===== src/itoc_pkg.sv =====
`default_nettype none
package itoc_pkg;

   typedef enum logic [1:0] {
      ST_TIMED   = 2'd0,
      ST_NO_TRIP = 2'd1,
      ST_INSTANT = 2'd2,
      ST_SAT     = 2'd3
   } status_type;

   typedef enum logic [1:0] {
      EXP_FRAC = 2'd0,
      EXP_ONE  = 2'd1,
      EXP_TWO  = 2'd2
   } exp_type;

   localparam logic [2:0] CV_IEC_SI   = 3'd0;
   localparam logic [2:0] CV_IEC_VI   = 3'd1;
   localparam logic [2:0] CV_IEC_EI   = 3'd2;
   localparam logic [2:0] CV_IEC_LTI  = 3'd3;
   localparam logic [2:0] CV_IEEE_MI  = 3'd4;
   localparam logic [2:0] CV_IEEE_VI  = 3'd5;
   localparam logic [2:0] CV_IEEE_EI  = 3'd6;
   localparam logic [2:0] CV_LAST     = CV_IEEE_EI;

   localparam logic [1:0] REG_CURVE = 2'd0;
   localparam logic [1:0] REG_TM    = 2'd1;
   localparam logic [1:0] REG_INST  = 2'd2;

   localparam logic [23:0] ONE_Q16    = 24'd65536;
   localparam logic [26:0] FRAC02_Q32 = 27'd85899346;
   localparam logic [31:0] LN2_Q32    = 32'd2977044472;
   localparam logic [17:0] ROUND_HALF = 18'd131072;
   localparam logic [32:0] ONE_Q32    = 33'h1_0000_0000;

   localparam int POW_LAT  = 63;
   localparam int BACK_LAT = 54;

   typedef struct packed {
      logic [23:0] m;
      status_type  status;
      logic [2:0]  curve;
   } item_type;

   function automatic logic [38:0] curve_k(input logic [2:0] c);
      logic [38:0] k;
      unique case (c)
         CV_IEC_SI:  k = 39'd601295421;
         CV_IEC_VI:  k = 39'd57982058496;
         CV_IEC_EI:  k = 39'd343597383680;
         CV_IEC_LTI: k = 39'd515396075520;
         CV_IEEE_MI: k = 39'd221190816;
         CV_IEEE_VI: k = 39'd84224308675;
         CV_IEEE_EI: k = 39'd121118077747;
         default:    k = '0;
      endcase
      return k;
   endfunction

   function automatic logic [22:0] curve_b(input logic [2:0] c);
      logic [22:0] b;
      unique case (c)
         CV_IEEE_MI: b = 23'd1912603;
         CV_IEEE_VI: b = 23'd8237613;
         CV_IEEE_EI: b = 23'd2041787;
         default:    b = '0;
      endcase
      return b;
   endfunction

   function automatic exp_type curve_exp(input logic [2:0] c);
      exp_type e;
      unique case (c)
         CV_IEC_VI, CV_IEC_LTI:             e = EXP_ONE;
         CV_IEC_EI, CV_IEEE_VI, CV_IEEE_EI: e = EXP_TWO;
         default:                           e = EXP_FRAC;
      endcase
      return e;
   endfunction

   // floor(2^32 / n) for the series divisors
   function automatic logic [31:0] horner_recip(input logic [3:0] n);
      logic [31:0] r;
      unique case (n)
         4'd2:    r = 32'd2147483648;
         4'd3:    r = 32'd1431655765;
         4'd4:    r = 32'd1073741824;
         4'd5:    r = 32'd858993459;
         4'd6:    r = 32'd715827882;
         4'd7:    r = 32'd613566756;
         4'd8:    r = 32'd536870912;
         4'd9:    r = 32'd477218588;
         4'd10:   r = 32'd429496729;
         default: r = '0;
      endcase
      return r;
   endfunction

endpackage
`default_nettype wire


===== src/itoc_queue.sv =====
`default_nettype none
module itoc_queue import itoc_pkg::*; #(
   parameter int DEPTH = 4
) (
   input  logic     clock,
   input  logic     reset,
   input  logic     wr_req,
   input  item_type wr_item,
   output logic     full,
   input  logic     rd_req,
   output logic     empty,
   output item_type rd_item
);

   localparam int AW = (DEPTH > 1) ? $clog2(DEPTH) : 1;
   localparam int CW = $clog2(DEPTH + 1);

   item_type        mem_ff [0:DEPTH-1];
   logic [AW-1:0]   wr_ptr_ff, rd_ptr_ff;
   logic [CW-1:0]   count_ff;
   logic            wr_en, rd_en;

   assign full    = (count_ff == CW'(DEPTH));
   assign empty   = (count_ff == '0);
   assign wr_en   = wr_req && !full;
   assign rd_en   = rd_req && !empty;
   assign rd_item = mem_ff[rd_ptr_ff];

   always_ff @(posedge clock) begin
      if (wr_en) begin
         mem_ff[wr_ptr_ff] <= wr_item;
      end
   end

   always_ff @(posedge clock) begin
      if (reset) begin
         wr_ptr_ff <= '0;
         rd_ptr_ff <= '0;
         count_ff  <= '0;
      end else begin
         if (wr_en) begin
            wr_ptr_ff <= (wr_ptr_ff == AW'(DEPTH - 1)) ? '0 : wr_ptr_ff + 1'b1;
         end
         if (rd_en) begin
            rd_ptr_ff <= (rd_ptr_ff == AW'(DEPTH - 1)) ? '0 : rd_ptr_ff + 1'b1;
         end
         if (wr_en && !rd_en) begin
            count_ff <= count_ff + 1'b1;
         end else if (rd_en && !wr_en) begin
            count_ff <= count_ff - 1'b1;
         end
      end
   end

   assert property (@(posedge clock) disable iff (reset) count_ff <= CW'(DEPTH))
      else $error("queue count above depth");
   assert property (@(posedge clock) disable iff (reset)
      (wr_en && !rd_en) |=> count_ff == $past(count_ff) + 1'b1)
      else $error("queue count missed a write");
   assert property (@(posedge clock) disable iff (reset)
      (rd_en && !wr_en) |=> count_ff == $past(count_ff) - 1'b1)
      else $error("queue count missed a read");

endmodule
`default_nettype wire


===== config.mk =====
export PLATFORM = sky130hd
export DESIGN_NAME = itoc_queue
export DESIGN_NICKNAME = d
export VERILOG_FILES = /design/src/itoc_pkg.sv /design/src/itoc_queue.sv
export SDC_FILE = /design/constraint.sdc
export NUM_CORES = 1
export LEC_CHECK = 0
export BUFFER_PORTS_ARGS = -buffer_cell sky130_fd_sc_hd__buf_4
export CAP_MARGIN = 30
export CORE_UTILIZATION = 38
export CTS_BUF_LIST = sky130_fd_sc_hd__clkbuf_16
export CTS_CLUSTER_SIZE = 12
export DETAILED_ROUTE_END_ITERATION = 12
export SYNTH_ARGS = -nofsm -noshare
export SYNTH_HDL_FRONTEND = slang
export SYNTH_SLANG_ARGS = --single-unit

===== constraint.sdc =====
create_clock -name clock -period 2.45 [get_ports clock]
set_input_delay 0.3675 -clock clock [delete_from_list [all_inputs] [get_ports clock]]
set_output_delay 0.3675 -clock clock [all_outputs]
set_load 0.01 [all_outputs]

; After elaboration in Yosys (flattened, before gate mapping)
; Memories as Yosys holds them, arrays and structs flattened. A register that Yosys moved wholly into a read port is not among the register bits.
; Cells that the tools add are included.
; W data, S select, Z words.
[classes]
n_addsub = 4
n_reduce_logical = 10
n_eq_ne = 3
muxes = 8
[op_table]
columns = op, count
row1 = $mux W2, 4
row2 = $mux W3, 2
row3 = $add A2 B1 Y2 const B, 2
row4 = $eq A2 B2 Y1 const B, 2
row5 = $logic_and A1 B1 Y1, 4
row6 = $logic_not A1 Y1, 4
row7 = $add A3 B1 Y3 const B, 1
row8 = $eq A3 B3 Y1 const B, 1
row9 = $logic_not A3 Y1, 1
row10 = $sub A3 B1 Y3 const B, 1
row11 = $mux W1, 2
row12 = $reduce_bool A2 Y1, 1
[totals]
n_memories = 1
ramBits = 116
output_inout_bits = 31
elab_cells = 29
register_bits = 7
[memory_table]
columns = name, depth, width, rd, rd_clocked_by_memory_dff, wr, line_no
row1 = mem_ff, 4, 29, 1, 1, 1, itoc_queue.sv:18  ; item_type mem_ff [0:DEPTH-1];

; Logic depth before layout (Yosys ltp)
[depth]
word_depth = 7
mapped_depth = 10

; Least setup slack after synthesis
; No wires, ideal clock.
[synth_path]
kind = register to register
from = register count_ff[0]
to = register count_ff[2]
required_ns = 2.380
synth_period_minus_slack_ns = 2.193
stages_incl_launch_ff = 11
arrival_time_ns = 2.122
path_buffers = 1
slack_ns = 0.257
cell_sequence = dfxtp_1 > or3b_1 > buf_6 > clkinv_4 > nor2_2 > ha_1 > inv_1 > fa_1 > xor2_1 > or3_2 > a21oi_1
[synth_via]
elab_chain_cells = 6
[synth_rtl]
columns = item, line_no
row1 = start: declaration, itoc_queue.sv:20  ; logic [CW-1:0] count_ff;
row2 = start signal: assignment, itoc_queue.sv:48  ; count_ff <= count_ff + 1'b1;
row3 = start signal: assignment, itoc_queue.sv:50  ; count_ff <= count_ff - 1'b1;
row4 = $eq A3 B3 Y1 (*), itoc_queue.sv:23  ; assign full = (count_ff == CW'(DEPTH));
row5 = net full, itoc_queue.sv:9  ; output logic full,
row6 = $logic_not A1 Y1 (*), itoc_queue.sv:25  ; assign wr_en = wr_req && !full;
row7 = $logic_and A1 B1 Y1 (*), itoc_queue.sv:25
row8 = net wr_en, itoc_queue.sv:21  ; logic wr_en, rd_en;
row9 = $logic_not A1 Y1, itoc_queue.sv:49  ; end else if (rd_en && !wr_en) begin
row10 = $logic_and A1 B1 Y1, itoc_queue.sv:49
row11 = $reduce_bool A2 Y1 (no line), -
; The timed path passes the listed nets; every way through them passes the cells marked *. The select of a mux whose other input is x is not followed.
; A chain may end at the register's enable or synchronous reset.

; Worst setup path in the final report
[layout_path]
from = register count_ff[0]
to = register count_ff[2]
[layout_via]
elab_chain_cells = 6
[layout_rtl]
columns = item, line_no
row1 = $eq A3 B3 Y1 (*), itoc_queue.sv:23
row2 = $logic_not A1 Y1 (*), itoc_queue.sv:25
row3 = $logic_and A1 B1 Y1 (*), itoc_queue.sv:25
row4 = net wr_en, itoc_queue.sv:21
row5 = $logic_not A1 Y1, itoc_queue.sv:49
row6 = $logic_and A1 B1 Y1, itoc_queue.sv:49
row7 = $reduce_bool A2 Y1 (no line), -
; Marked as above.

==> run_results.csv <==
group,metric,value,unit
outcome,violations,"design-rule violations",
power_and_ir_drop,switching_share,24.7,%
yosys,ys_seq_area_share,78.4,%
power_and_ir_drop,power_switching,1480,uW
power_and_ir_drop,p_seq_share,44.7,%
power_and_ir_drop,p_clk_share,33.4,%
power_and_ir_drop,power_density,1030,nW/um^2
clock_tree,cts_resized,0,
final_layout,antenna_cells,0,
yosys,synth_area_per_cell,23.2,um^2
timing,setup_viol,0,
timing,layout_setup_ws,0.126,ns
flow_run,max_cap_violations,0,
worst_setup_path,worstPathMaxFanout,7,
detailed_routing,drt-wirelength-per-cell,17.8,um
clock_tree,cts_sinks,125,
global_route,grt_pass1_wl,12200,um
power_and_ir_drop,p_leak,0.00205,uW
detailed_routing,via_per_inst,4.96,
place,place.gp.congestion,0.701,
timing,report.final.slew_viol_count,0,
detailed_routing,totalWireLength,7850,um
power_and_ir_drop,combPwrFrac,21.9,%
outcome,status,"complete, but fails checks",
yosys,netlist_area,4670,um^2
final_layout,final_layout_size_suffix_gt1_share,43.5,%
global_route,grt_max_degree,30,
yosys,synth_cell_types,25,
global_route,first_global_vias,2296,
die,die_h,113,um
timing,fin_crit,2.32,ns
timing,fmax,430,MHz
clock_tree,post_cts_buffers,0,
yosys,synthesis.nets,241,
clock_tree,ctsHoldBuffers,0,
die,core-area,12000,um^2
yosys,ys_top_cells_by_area,"edfxtp_1 (75%), mux4_2 (14%), dfxtp_1 (3.9%)",
clock_tree,clockBufferDepth,2,
worst_setup_path,endpoint_kind,"flop",
final_layout,fin_nets,321,
global_route,grt-ovfl-total,0,
detailed_routing,vias,2188,
clock_tree,clk_pin_slew,0.05,ns
yosys,synth-edff-count,116,
global_route,antenna_found_initial,0,
detailed_routing,firstDrtPassIters,9,
power_and_ir_drop,internal_power,4520,uW
clock_tree,insertion_delay,0.41,ns
detailed_routing,drtIter0Drc,94,
place,placed_area,5320,um^2
timing,max_slew_margin,44.5,%
die,dieArea,12700,um^2
clock_tree,numCtsBuffers,17,
timing,hold-worst-slack,0.159,ns
final_layout,areaGrowthSynthToFinish,24.3,%
yosys,async_flop_share,0,%
power_and_ir_drop,peakVddDrop,503,uV
timing,rsz0062_at_grt,"false",
place,hpwl,4740,um
yosys,synth_ff_type,"edfxtp_1",
final_layout,postLayoutCellArea,5810,um^2
timing,final_hold_viol_count,0,
worst_setup_path,critPathLaunchType,"flop",
min_path,hold_path_class,"in2reg",
yosys,synth_seq_cells,125,
global_route,track_usage,13.7,%
final_layout,final_util,48.3,%
worst_setup_path,crit_required,2.78,ns
place,portBuffers,63,
yosys,yosysWarningCount,0,
clock_tree,cts_root_buf,"clkbuf_16",
yosys,synth_top_area_share,74.5,%
yosys,synth_commonest_cells,"edfxtp_1 (116), mux4_2 (29), dfxtp_1 (9), ha_1 (6)",
die,ioPinCount,64,
place,dp_slack,0.0266,ns
yosys,synth_top_area_cell,"edfxtp_1",
yosys,synth.most_common_cell,"edfxtp_1",
die,rows,40,
timing,skew,0.00966,ns
detailed_routing,drt.antenna.violating_nets,0,
clock_tree,htree_levels,4,
clock_tree,cts_tree,"done",
timing,fin_setup_tns,0,ns
die,die_w,113,um
yosys,syn_inst,201,
timing,worstMarginPinSlew,0.833,ns
detailed_routing,drc,1,
worst_setup_path,crit_arrival,2.66,ns
worst_setup_path,critPathKind,"reg2reg",
die,start_util,38.9,%
timing,min_period_over_period,94.9,%
==> power by group through the flow <==
stage          Clock [uW]  Sequential (uW)  Combinational [uW]
3_3_place_gp            0             2720                1340
6_report             2010             2680                1310
3_5_place_dp            0             2730                1340
4_1_cts              2060             2690                1350
2_1_floorplan           0             2690                 827
5_1_grt              2150             2710                1430
==> area by class of cell <==
type,instances,area (um^2)
fillers,1001,6200
well taps,147,184
clock buffers,17,425
multi-input cells,63,932
repair buffers,69,518
flip-flops and latches,125,3670
inverters,5,23.8
clock inverters,15,57.6
==> critical path, cell delays in order (launching register included) <==
cell      delay (ns)
dfxtp_1         0.45
or3b_4          0.23
clkinv_4        0.06
nor2_2          0.12
ha_1            0.21
inv_1           0.07
fa_1            0.37
xor2_1          0.18
or3_2           0.41
a21oi_1         0.15
==> metal layers <==
metal,GRT usage [%],vias to the layer above,wire length (um)
met2,20.6,64,3660
met1,16.9,1114,3560
met5,0,-,0
met4,7.11,0,129
li1,-,996,-
met3,6.00,14,502
==> placed cells by master, fill, tap and decap left out, types with 2 or more instances in the layout <==
master and instances:
nor3_1 2, ha_1 6, dfxtp_2 2, buf_4 69, xor2_1 2, clkinv_1 6, edfxtp_1 116, clkbuf_16 17
nor2_1 3, and3_2 4, mux4_2 29, dfxtp_1 7, mux2i_1 2, a21oi_1 3, inv_1 12, nand3_1 2
o31ai_2 2
==> flip-flops by register name, summed over array words and instances (netlist names), named ones only <==
| signal | cells |
|---|---|
| mem_ff | 116 |
| rd_ptr_ff | 2 |
| count_ff | 3 |
| wr_ptr_ff | 2 |
==> final timing paths <==
| check | start | to | slack (ns) | cells past startpoint |
|---|---|---|---|---|
| worst min-delay path | wr_item[26] | mem_ff[3][26]$_DFFE_PP_ | 0.16 | 1 |
| worst min register to register | rd_ptr_ff[0]$_SDFFE_PP0P_ | flop | 0.50 | 2 |
| worst max-delay path | count_ff[0]$_SDFFE_PP0P_ | count_ff[2]$_SDFFE_PP0P_ | 0.13 | 9 |
| worst max register to register | count_ff[0]$_SDFFE_PP0P_ | count_ff[2]$_SDFFE_PP0P_ | 0.13 | 9 |
==> through the flow <==
step	power [uW]	cells
after floorplan	3510	201
after global placement	4050	409
after detailed placement	4070	409
after CTS	6100	441
after global routing	6290	441
final	6000	441
==> cell families (layout without fill, tap and decap cells) <==
| group | after synthesis | after routing | synth area share [%] |
|---|---|---|---|
| compound gates | 7 | 7 | 1.07 |
| xor+xnor | 2 | 2 | 0.375 |
| fa+ha+maj | 7 | 7 | 2.03 |
| buf+inv | 13 | 106 | 1.71 |
| flops | 125 | 125 | 78.4 |
| mux | 31 | 31 | 14.4 |
| simple gates | 16 | 16 | 2.01 |
Note: power is estimated with default switching activity, not from simulation.
