==> config.mk <==
export PLATFORM = sky130hd
export DESIGN_NAME = itoc_front
export DESIGN_NICKNAME = d
export VERILOG_FILES = /design/src/itoc_pkg.sv /design/src/itoc_front.sv
export SDC_FILE = /design/constraint.sdc
export NUM_CORES = 1
export LEC_CHECK = 0
export BUFFER_PORTS_ARGS = -buffer_cell sky130_fd_sc_hd__buf_2
export CAP_MARGIN = 20
export CORE_MARGIN = 2
export CORE_UTILIZATION = 39
export DETAILED_ROUTE_END_ITERATION = 8
export PLACE_DENSITY_LB_ADDON = 0.05
export SYNTH_ARGS = -nofsm -noshare
export SYNTH_HDL_FRONTEND = slang
export SYNTH_SLANG_ARGS = --single-unit
==> constraint.sdc <==
create_clock -name vclk -period 2.3
set_clock_uncertainty 0.2 [all_clocks]
set_input_delay 0.345 -clock vclk [all_inputs]
set_output_delay 0.345 -clock vclk [all_outputs]
set_load 0.02 [all_outputs]
==> src/itoc_pkg.sv <==
`default_nettype none
package itoc_pkg;

   typedef enum logic [1:0] {
      ST_TIMED   = 2'd0,
      ST_NO_TRIP = 2'd1,
      ST_INSTANT = 2'd2,
      ST_SAT     = 2'd3
   } status_type;

   typedef enum logic [1:0] {
      EXP_FRAC = 2'd0,
      EXP_ONE  = 2'd1,
      EXP_TWO  = 2'd2
   } exp_type;

   localparam logic [2:0] CV_IEC_SI   = 3'd0;
   localparam logic [2:0] CV_IEC_VI   = 3'd1;
   localparam logic [2:0] CV_IEC_EI   = 3'd2;
   localparam logic [2:0] CV_IEC_LTI  = 3'd3;
   localparam logic [2:0] CV_IEEE_MI  = 3'd4;
   localparam logic [2:0] CV_IEEE_VI  = 3'd5;
   localparam logic [2:0] CV_IEEE_EI  = 3'd6;
   localparam logic [2:0] CV_LAST     = CV_IEEE_EI;

   localparam logic [1:0] REG_CURVE = 2'd0;
   localparam logic [1:0] REG_TM    = 2'd1;
   localparam logic [1:0] REG_INST  = 2'd2;

   localparam logic [23:0] ONE_Q16    = 24'd65536;
   localparam logic [26:0] FRAC02_Q32 = 27'd85899346;
   localparam logic [31:0] LN2_Q32    = 32'd2977044472;
   localparam logic [17:0] ROUND_HALF = 18'd131072;
   localparam logic [32:0] ONE_Q32    = 33'h1_0000_0000;

   localparam int POW_LAT  = 63;
   localparam int BACK_LAT = 54;

   typedef struct packed {
      logic [23:0] m;
      status_type  status;
      logic [2:0]  curve;
   } item_type;

   function automatic logic [38:0] curve_k(input logic [2:0] c);
      logic [38:0] k;
      unique case (c)
         CV_IEC_SI:  k = 39'd601295421;
         CV_IEC_VI:  k = 39'd57982058496;
         CV_IEC_EI:  k = 39'd343597383680;
         CV_IEC_LTI: k = 39'd515396075520;
         CV_IEEE_MI: k = 39'd221190816;
         CV_IEEE_VI: k = 39'd84224308675;
         CV_IEEE_EI: k = 39'd121118077747;
         default:    k = '0;
      endcase
      return k;
   endfunction

   function automatic logic [22:0] curve_b(input logic [2:0] c);
      logic [22:0] b;
      unique case (c)
         CV_IEEE_MI: b = 23'd1912603;
         CV_IEEE_VI: b = 23'd8237613;
         CV_IEEE_EI: b = 23'd2041787;
         default:    b = '0;
      endcase
      return b;
   endfunction

   function automatic exp_type curve_exp(input logic [2:0] c);
      exp_type e;
      unique case (c)
         CV_IEC_VI, CV_IEC_LTI:             e = EXP_ONE;
         CV_IEC_EI, CV_IEEE_VI, CV_IEEE_EI: e = EXP_TWO;
         default:                           e = EXP_FRAC;
      endcase
      return e;
   endfunction

   // floor(2^32 / n) for the series divisors
   function automatic logic [31:0] horner_recip(input logic [3:0] n);
      logic [31:0] r;
      unique case (n)
         4'd2:    r = 32'd2147483648;
         4'd3:    r = 32'd1431655765;
         4'd4:    r = 32'd1073741824;
         4'd5:    r = 32'd858993459;
         4'd6:    r = 32'd715827882;
         4'd7:    r = 32'd613566756;
         4'd8:    r = 32'd536870912;
         4'd9:    r = 32'd477218588;
         4'd10:   r = 32'd429496729;
         default: r = '0;
      endcase
      return r;
   endfunction

endpackage
`default_nettype wire

==> src/itoc_front.sv <==
`default_nettype none
module itoc_front import itoc_pkg::*; (
   input  logic [23:0] req_current_multiple,
   input  logic [2:0]  curve_select,
   input  logic [23:0] instant_multiple,
   output item_type    item
);

   always_comb begin
      item.m     = req_current_multiple;
      item.curve = curve_select;
      priority if (req_current_multiple <= ONE_Q16 || curve_select > CV_LAST) begin
         item.status = ST_NO_TRIP;
      end else if (req_current_multiple >= instant_multiple) begin
         item.status = ST_INSTANT;
      end else begin
         item.status = ST_TIMED;
      end
   end

endmodule
`default_nettype wire

# After elaboration in Yosys (flattened, before gate mapping)
# Index checks and enable logic that the tools add are counted.
# word_totals
register_bits	0
input_bits	51
out_inout_bits	29
# op_classes
order_cmp	3
mux	2
reduce_logical	1
# ops
operator	n
24-bit >= comparator	1
24-bit by 17-bit less-or-equal comparator with 1-bit output (second input constant)	1
2-bit 2-to-1 mux	2
3-bit > comparator (second input constant)	1
1-bit logical OR	1

# Longest topological paths before layout
# Gate-level depths: netlist of the first run.
# logic_depth
ltp_word	3
depth_mapped	7

# Worst setup path after synthesis of the first run
# Ideal clock, no wire load.
# synth_path
path_kind	input -> output
start	input instant_multiple[22]
end	output item[4] (netlist bit)
arrival_time_ns	1.573
t_required_ns	1.755
setup_slack_ns	0.182
stages	7
path_buffers	0
cell_sequence	inv_1 ha_1 nand4_1 nor4_1 nand2_1 a31oi_1 o21ba_1
# synth_lines
element	line_no	rtl
from (decl)	itoc_front.sv:5	input logic [23:0] instant_multiple,
to (decl)	itoc_front.sv:6	output item_type item

==> results.txt, run 1 <==
STA classifies the critical path endpoint as a primary output. The compound-cell area share of the yosys netlist came out at 14.08%. The power per cell area came out at 188.4 nW/µm². The arrival time at the worst endpoint came out at 1.70 ns. The detailed placement HPWL came out at 1887 µm. The worst slew margin relative to its limit is 74.25%. The fraction of the yosys area taken by sequential cells is 0%. The total of fill cells in the finished design is 212. The final period utilization came out at 97.72%. Summed over all cells, the static leakage comes to 0.7741 nW. The flow ran to the end, and the final reports show no timing, DRC or antenna violations. The overall via count from detail_route came out at 962. Counting distinct cell types in the post-synthesis netlist gives 21.

The share of layout cells above drive strength 1 is 57.38%. The routability congestion estimate from global placement is 0.7041. The shortest period the worst path allows is 2.248 ns. The wire length reported by the detailed router is 2079 µm. The summed negative setup slack over all endpoints is 0 ns. The number of antenna repair diodes is 0.

Global routing used 15.32% of the available tracks. In this run the horizontal extent of the chip is 51.02 µm. The number of failing hold endpoints at the final stage is 0. Summing the areas of all xor and xnor instances in the mapped netlist gives 0% of the synthesized area. The floorplan die area is 2603 µm². The via count of the first global-routing pass came to 825.

The initial cell density of the core is 40.13%. The multiplexer share of the synthesized area came out at 0%. The number of design-rule violations left by the first detailed-router iteration is 1. The longest individual stage delay on the worst path came out at 0.33 ns. Across the run, the number of max-cap violations was 0. The first global-routing pass estimated 3236 µm of wire.

The pin count of the biggest net entering global routing came out at 4. The average cell area after synthesis is 7.125 µm². The area share of and/or/nand/nor cells after synthesis came out at 17.13%.

The minimum setup slack in the final design came out at 0.05239 ns. After Yosys synthesis, full adders, half adders and majority gates account for 34.83% of the synthesized area. The post-synth net total came out at 196.

Summed over all layers, the global routing overflow is 0. Buffers placed on the I/O ports in this run total 80. Setup violations remaining at the end of the flow were counted as 0.

Yosys attributes the largest share of cell area to sky130_fd_sc_hd__ha_1, sky130_fd_sc_hd__buf_4, sky130_fd_sc_hd__inv_1, sky130_fd_sc_hd__a21oi_1, sky130_fd_sc_hd__nor4_1. Once placement completed, the tool counted placed cells totaling 210. After synthesis, the largest family of logic cells by area is adder cells. The critical-path maximum fanout came out at 2. The site row count is 17. In this run the worst hold path is classified as in2out. The transition time at the pin with the least slew margin is 0.3827 ns. For this run, the detailed router's first-pass iteration total came to 2. The I/O pin count is 80. The initial antenna violation count came to 0. The area growth from synthesis to layout is 50.80%.

The synthesized instance count is 121. In the synthesized netlist, the cells that appear most often are sky130_fd_sc_hd__buf_4, sky130_fd_sc_hd__ha_1, sky130_fd_sc_hd__inv_1, sky130_fd_sc_hd__a21oi_1, sky130_fd_sc_hd__nand2_1. The detail-routed via count per cell came out at 4.559. The die height is 51.02 µm.

The antenna violation net count after detailed routing is 0. The worst-case IR drop observed on VDD is 0.1010 mV. The total of hold buffers inserted after clock tree synthesis came out at 0. The minimum setup slack after placement came out at -0.07916 ns.

Leaving out filler cells and counting taps, the final layout contains 211. The routed length per placed instance is 9.853 µm. Traced cell by cell, the critical path runs through buf_8 > ha_4 > nand4_1 > nor4_2 > nand2_1 > a31oi_2 > o21ba_1 > buf_6. The mapped netlist covers 862.1 µm².

In the routed design, unresolved DRC markers number 0. The design has 0 sequential cells. In this run the standard cell core region covers 2148 µm². In the final layout, flip-flops and latches occupy 0 µm². The kind of launch point of the worst setup path is an input pin.

The most common cell in the synthesized netlist is sky130_fd_sc_hd__buf_4. Setup repair after global routing could not meet its margin everywhere. During synthesis, Yosys emitted a total of 0 warnings. After the last flow step, the layout net total stands at 260. The number of pins exceeding their max-slew limit in the final report came out at 0. The synthesized design spends more area on one cell type than any other, namely sky130_fd_sc_hd__ha_1. By startpoint and endpoint, the worst setup path is classified as in2out. The required time at the worst-slack endpoint came out at 1.75 ns. After synthesis, the largest area contributor takes up 34.83% of total cell area. The highest achievable clock rate came out at 444.9 MHz. For this design, the slowest cell found on the critical path is sky130_fd_sc_hd__nor4_2. The count of clock buffers in the final design came out at 0.
cell usage in the layout, fill, tap and decap left out, types with 2 or more instances in the layout:
master                    count
sky130_fd_sc_hd__nor2_1       5
sky130_fd_sc_hd__nor4_2       2
sky130_fd_sc_hd__nand4_1      4
sky130_fd_sc_hd__ha_1        20
sky130_fd_sc_hd__nor4_1       4
sky130_fd_sc_hd__buf_2       71
sky130_fd_sc_hd__ha_4         4
sky130_fd_sc_hd__buf_4        9
sky130_fd_sc_hd__o21ai_0      3
sky130_fd_sc_hd__inv_1       20
sky130_fd_sc_hd__nand3_1      2
sky130_fd_sc_hd__a21oi_1      7
sky130_fd_sc_hd__buf_6        8
sky130_fd_sc_hd__nand2_1      8
sky130_fd_sc_hd__inv_2        4
what timing repair did:
item                       CTS  global route
pin swaps                    5             8
gates resized for setup      6            20
buffers inserted             0             1
setup endpoints to repair    1             1
power breakdown:
part | switching, mW | internal (mW)
clock | 0 | 0
combinational | 0.125 | 0.120
sequential | 0 | 0
total | 0.125 | 0.120
routing by layer:
| layer | GRT usage [%] | vias up | part of all wire, % |
|---|---|---|---|
| li1 | - | 517 | - |
| met1 | 18.25 | 398 | 39 |
| met2 | 30.52 | 45 | 51 |
| met4 | 1.802 | 0 | 1.0 |
| met5 | 0 | - | 0 |
| met3 | 0.5848 | 2 | 8.9 |
per-stage QoR:
stage	hold WS, ns	util, %	instance area, µm²	power, mW
floorplan	0.6026	-	862.1	0.1452
global placement	0.7241	53.76	1155	0.2153
detailed placement	0.7252	53.76	1155	0.2181
CTS	0.7252	55.79	1199	0.2301
global route	0.7318	60.51	1300	0.2756
finish	0.7240	60.51	1300	0.2449
final timing paths:
| path | from | end | depth (start not counted) |
|---|---|---|---|
| setup / recovery | req_current_multiple[18] | item[4] | 8 |
| hold / removal | curve_select[1] | item[1] | 2 |
worst max-delay path, delay by kind of cell:
kind	cells	cell delay [ns]
AND/OR/NAND/NOR	3	0.56
AO/OA/AOI/OAI	2	0.33
buffers and inverters	2	0.22
adder cells (fa/ha/maj)	1	0.25
cell families (layout without fill, tap and decap cells):
kind of cell               Yosys count  in the layout
buffers and inverters               51            113
adders and majority gates           24             24
and+or+nand+nor                     27             27
AOI/OAI and AO/OA                   19             19
final cells by class:
type | count | area, µm² | area share (%)
Inverter | 24 | 90.09 | 6.930
Multi-Input combinational cell | 70 | 646.9 | 49.76
Tap cell | 28 | 35.03 | 2.695
Timing Repair Buffer | 89 | 528.0 | 40.62
Power figures use the tool's default switching activity.
==> inputs of run 2 (changes only) <==
--- a/config.mk
+++ b/config.mk
@@ -7,7 +7,7 @@
 export LEC_CHECK = 0
 export BUFFER_PORTS_ARGS = -buffer_cell sky130_fd_sc_hd__buf_2
 export CAP_MARGIN = 20
-export CORE_MARGIN = 2
+export CORE_MARGIN = 1
 export CORE_UTILIZATION = 39
 export DETAILED_ROUTE_END_ITERATION = 8
 export PLACE_DENSITY_LB_ADDON = 0.05
==> run 2 against run 1 <==
Utilization up 3.6 points. Clock-buffer cell count did not move. Non-clock buffer count decreased by 2. First-iteration DRC count grew to 8.0 times the previous value. Hold slack is essentially flat. Final area decreased by 0.29%. Largest cell class unchanged. Largest power group unchanged. Highest routed layer unchanged.
==> results.txt, run 2 (synthesized netlist as in run 1, its figures left out) <==
The required time at the worst-slack endpoint is 1.75 ns (about the same). The wire length reported by the detailed router came to 2287 µm (+10%). The final setup violation count came out at 0 (unchanged). The shortest period the worst path allows came out at 2.293 ns (+0.04552 ns). The I/O pin count is 80 (unchanged).

The routed length per placed instance is 11.00 µm (+12%). The die height is 49.02 µm (-3.9%). The cell leakage power is 0.7691 nW (-0.65%).

The detailed placement HPWL came out at 1851 µm (-1.9%). The total placed cells including tap cells came out at 207 (-1.4%). The pin count of the biggest net entering global routing came to 4 (unchanged). The total of hold buffers inserted after clock tree synthesis is 0 (unchanged). The final period utilization is 99.70% (+2.0 points). By startpoint and endpoint, the worst setup path is classified as in2out. The detailed-router iteration count before antenna repair was 4 (+2). The layout net count came out at 258 (-0.77%).

The overall via count from detail_route came out at 991 (+3.0%). The max-cap violation count was 0 (unchanged). The initial antenna violation count is 0 (unchanged). The number of buffers added on ports was 80 (unchanged). The core area came out at 2022 µm² (-5.9%). The flow ran to the end, and the final reports show no timing, DRC or antenna violations. The number of antenna repair diodes came out at 0 (unchanged).

The floorplan die width is 49.02 µm (-3.9%). The worst setup path is captured at a primary output. The transition time at the pin with the least slew margin was 0.3386 ns (-0.04406 ns). The register cell area after layout is 0 µm² (unchanged). The summed negative setup slack over all endpoints came out at 0 ns (unchanged). The via count of the first global-routing pass came to 863 (+4.6%).

The floorplan die area came out at 2402 µm² (-7.7%). The total power was 249.1 µW (+1.7%). The final standard cell utilization of the core is 64.11% (+3.6 points).

The highest achievable clock rate was 436.1 MHz (-2.0%). The antenna violation net count after detailed routing came out at 0 (unchanged). Walking the worst path, the cells encountered are buf_2 > buf_4 > or4_4 > nor4_4 > a32o_2 > o21ba_1 > buf_6.

The worst slew margin relative to its limit is 77.22% (+3.0 points). The number of design-rule violations left by the first detailed-router iteration was 8 (+7). The slowest stage of the critical path is the sky130_fd_sc_hd__or4_4 cell.

The longest individual stage delay on the worst path is 0.52 ns (+0.19 ns). The worst hold path belongs to the class in2out. In the layout the commonest cells are sky130_fd_sc_hd__buf_2, sky130_fd_sc_hd__inv_1, sky130_fd_sc_hd__ha_1. The arrival time at the worst endpoint came out at 1.75 ns (+0.05 ns). The share of layout cells above drive strength 1 came out at 56.35% (-1.0 points). The post-route DRC violation count is 0 (unchanged).

The post-synthesis to final-layout area growth is 50.36%. The initial cell density of the core came to 42.64% (+2.5 points). The power per cell area is 192.2 nW/µm² (+2.0%). The number of pins exceeding their max-slew limit in the final report was 0 (unchanged). The site row count came out at 16 (-1). The number of failing hold endpoints at the final stage is 0 (unchanged). The global routing usage summed across all routing layers came to 16.50% (+1.2 points). The routability congestion estimate from global placement came out at 0.7520 (+6.8%). The leftover overflow at the end of global routing came out at 0 (unchanged). The kind of launch point of the worst setup path is an input pin.

The global-route wire length before repair came out at 3339 µm (+3.2%). The detail-routed via count per cell is 4.764 (+4.5%). The number of flip-flops and latches is 0 (unchanged). The filler-free cell count of the finished design is 208 (-1.4%).

The library cell used most frequently in the layout, excluding fill and tap cells, is sky130_fd_sc_hd__buf_2. The maximum ir drop on the vdd rail is 0.1086 mV (+7.6%). The count of clock buffers in the final design is 0 (unchanged).

Setup repair after global routing could not meet its margin everywhere. The critical-path maximum fanout is 2 (unchanged).
==> run 2: metrics by stage <==
| step | setup WS [ns] | hold WS (ns) | area [µm²] |
|---|---|---|---|
| after floorplan | 0.1821 | 0.6026 | 862.1 |
| after global placement | -0.01549 | 0.7294 | 1139 |
| after detailed placement | -0.04323 | 0.7310 | 1139 |
| after CTS | 0.01561 | 0.7315 | 1147 |
| after global routing | -0.04391 | 0.7311 | 1296 |
| final | 0.006871 | 0.7237 | 1296 |
==> run 2: what timing repair did <==
action                     in CTS  in global routing
setup endpoints to repair       1                  1
pin swaps                       2                  9
gates resized for setup         2                 25
setup buffers                   0                  1
==> run 2: worst paths after layout <==
path	startpoint	to	slack [ns]	cells after the start
setup / recovery	req_current_multiple[22]	item[4]	0.007	7
hold / removal	req_current_multiple[17]	item[22]	0.72	2
==> run 2: critical path, delay by kind of cell <==
| family | cells | cell delay, ns |
|---|---|---|
| AND/OR/NAND/NOR | 2 | 0.68 |
| AO/OA/AOI/OAI | 2 | 0.33 |
| buffers and inverters | 3 | 0.38 |
==> run 2: cell type report <==
type / instances / area, µm²
Timing Repair Buffer: 87 / 513.0
Tap cell: 27 / 33.78
Inverter: 24 / 92.59
Fill cell: 202 / 725.7
Multi-Input combinational cell: 70 / 656.9
==> run 2: power breakdown <==
| group | total, mW | switching, mW | internal, mW |
|---|---|---|---|
| clock | 0 | 0 | 0 |
| combinational | 0.249 | 0.129 | 0.120 |
| sequential | 0 | 0 | 0 |
==> run 2: layer usage <==
layer	vias up	GRT usage (%)	share of wire (%)
li1	513	-	-
met1	423	21.48	43
met2	53	31.25	50
met3	2	0.9346	6.3
met4	0	0	0.52
met5	-	0	0
==> inputs of run 3 (changes only) <==
--- a/config.mk
+++ b/config.mk
@@ -8,7 +8,7 @@
 export BUFFER_PORTS_ARGS = -buffer_cell sky130_fd_sc_hd__buf_2
 export CAP_MARGIN = 20
 export CORE_MARGIN = 1
-export CORE_UTILIZATION = 39
+export CORE_UTILIZATION = 36
 export DETAILED_ROUTE_END_ITERATION = 8
 export PLACE_DENSITY_LB_ADDON = 0.05
 export SYNTH_ARGS = -nofsm -noshare
==> constraint.sdc (replaced) <==
create_clock -name vclk -period 2.1
set_clock_uncertainty 0.2 [all_clocks]
set_input_delay 0.21 -clock vclk [all_inputs]
set_output_delay 0.21 -clock vclk [all_outputs]
set_load 0.02 [all_outputs]
==> run 3 against run 2 <==
First-iteration DRC count is 88% higher. Hold slack worse by 0.28 ns. Final area is 4.8% lower. Power is 2.1% higher. Via count is 4.6% lower. Cell count is 1.4% lower. Critical endpoint unchanged. Largest cell class unchanged.
==> results.txt, run 3 (synthesized netlist as in run 1, its figures left out) <==
Leaving out fill and tap cells, the most frequent cells in the layout are sky130_fd_sc_hd__buf_2, sky130_fd_sc_hd__inv_1, sky130_fd_sc_hd__ha_1. Setup repair after global routing could not meet its margin everywhere. The shortest period the worst path allows came out at 2.018 ns. The cell leakage power came out at 0.7455 nW (-3.1%). The number of buffers added on ports was 80 (unchanged). The final setup violation count is 0 (unchanged).

The final standard cell utilization of the core is 55.24% (-8.9 points). The floorplan die width came out at 50.94 µm (+3.9%). The type of element capturing the critical path is a primary output.

The worst slew margin relative to its limit came out at 78.75% (+1.5 points). The critical path is of the in2out type. Derived from the worst setup path, the maximum achievable clock frequency is 495.5 MHz.

The antenna violation net count after detailed routing was 0 (unchanged). The core area was 2233 µm² (+10%). The max-cap violation count is 0 (unchanged). The leftover overflow at the end of global routing is 0 (unchanged). The share of layout cells above drive strength 1 came out at 53.67% (-2.7 points). The overall via count from detail_route is 945 (-4.6%). The final period utilization came out at 96.10%.

The via count of the first global-routing pass is 776 (-10%). The number of pins exceeding their max-slew limit in the final report is 0 (unchanged). The count of clock buffers in the final design came out at 0 (unchanged). The hold-critical path depth came out at 2 (unchanged). The global routing usage summed across all routing layers is 14.57% (-1.9 points). The floorplan die area was 2594 µm² (+8.0%). The global-route wire length before repair came out at 3118 µm (-6.6%).

The critical-path maximum fanout is 3 (+1). The detailed-router iteration count before antenna repair came to 2 (-2). The worst setup path is launched from an input pin. The layout net count came out at 254 (-1.6%).

The transition time at the pin with the least slew margin is 0.3158 ns (-0.02280 ns). The summed negative setup slack over all endpoints came to 0 ns (unchanged). The path class of the tightest hold or removal check is in2out. The total of fill cells in the finished design was 231 (+14%). The register cell area after layout came out at 0 µm² (unchanged). The initial cell density of the core came to 38.60% (-4.0 points).

The routability congestion estimate from global placement came out at 0.7319 (-2.7%). The post-route DRC violation count is 0 (unchanged). The pin count of the biggest net entering global routing came out at 4 (unchanged). The routed length per placed instance came out at 9.868 µm (-10%). The required time at the worst-slack endpoint came out at 1.69 ns (-0.06 ns). The maximum ir drop on the vdd rail is 0.1058 mV (-2.6%). The wire length reported by the detailed router came to 2023 µm (-12%).

The detail-routed via count per cell is 4.610 (-3.2%). The arrival time at the worst endpoint is 1.61 ns (-0.14 ns). The flow ran to the end, and the final reports show no timing, DRC or antenna violations. The power per cell area is 206.2 nW/µm² (+7.3%). The I/O pin count is 80 (unchanged). The detailed placement HPWL is 1790 µm (-3.3%).

The number of design-rule violations left by the first detailed-router iteration came out at 15 (+7). The die height was 50.94 µm (+3.9%). The number of flip-flops and latches came out at 0 (unchanged). The site row count came out at 17 (+1). The number of antenna repair diodes is 0 (unchanged). The number of failing hold endpoints at the final stage came out at 0 (unchanged). The library cell used most frequently in the layout, excluding fill and tap cells, is sky130_fd_sc_hd__buf_2. Relative to the synthesized area, the layout overhead comes to 43.11%. The initial antenna violation count is 0 (unchanged).
[run 3: cell type report]
cell class                      count  area, µm²  area share [%]
Multi-Input combinational cell     70      625.6           50.71
Timing Repair Buffer               83      483.0           39.15
Inverter                           24      90.09           7.302
Tap cell                           28      35.03           2.840
[run 3: routing by layer]
metal	vias up	wire, µm	global-route usage [%]
li1	504	-	-
met1	405	883	19.47
met2	36	1032	27.41
met3	0	108	0
met4	0	0	0
met5	-	0	0
[run 3: power by group]
| group | switching (mW) | internal, mW | leakage (nW) |
|---|---|---|---|
| logic | 0.132 | 0.122 | 0.745 |
| clock network | 0 | 0 | 0 |
| registers | 0 | 0 | 0 |
| total | 0.132 | 0.122 | 0.745 |
[run 3: per-stage QoR]
stage	instances	setup slack [ns]	hold WS [ns]	area (µm²)	power, mW
finish	205	0.08188	0.4485	1234	0.2544
global route	205	-0.04524	0.4590	1234	0.2886
CTS	205	0.01514	0.4586	1124	0.2332
detailed placement	205	-0.002803	0.4581	1117	0.2305
global placement	205	0.03709	0.4534	1117	0.2282
floorplan	121	0.2521	0.3326	862.1	0.1590
[run 3: repair_timing]
item                       4_1_cts  5_1_grt
setup buffers                    0        0
gates cloned                     0        0
hold buffers                     0        0
setup endpoints to repair        1        1
resized for setup                1       23
pin swaps                        0        8
[run 3: final timing paths]
path                   end  slack [ns]                     start
setup / recovery   item[4]        0.08  req_current_multiple[22]
hold / removal    item[22]        0.45  req_current_multiple[17]
[run 3: worst max-delay path: stages]
cell	delay, ns
sky130_fd_sc_hd__buf_2	0.11
sky130_fd_sc_hd__ha_1	0.31
sky130_fd_sc_hd__a21oi_1	0.16
sky130_fd_sc_hd__nand2_1	0.07
sky130_fd_sc_hd__a221oi_1	0.29
sky130_fd_sc_hd__o211ai_1	0.13
sky130_fd_sc_hd__o21ba_1	0.21
sky130_fd_sc_hd__buf_6	0.13
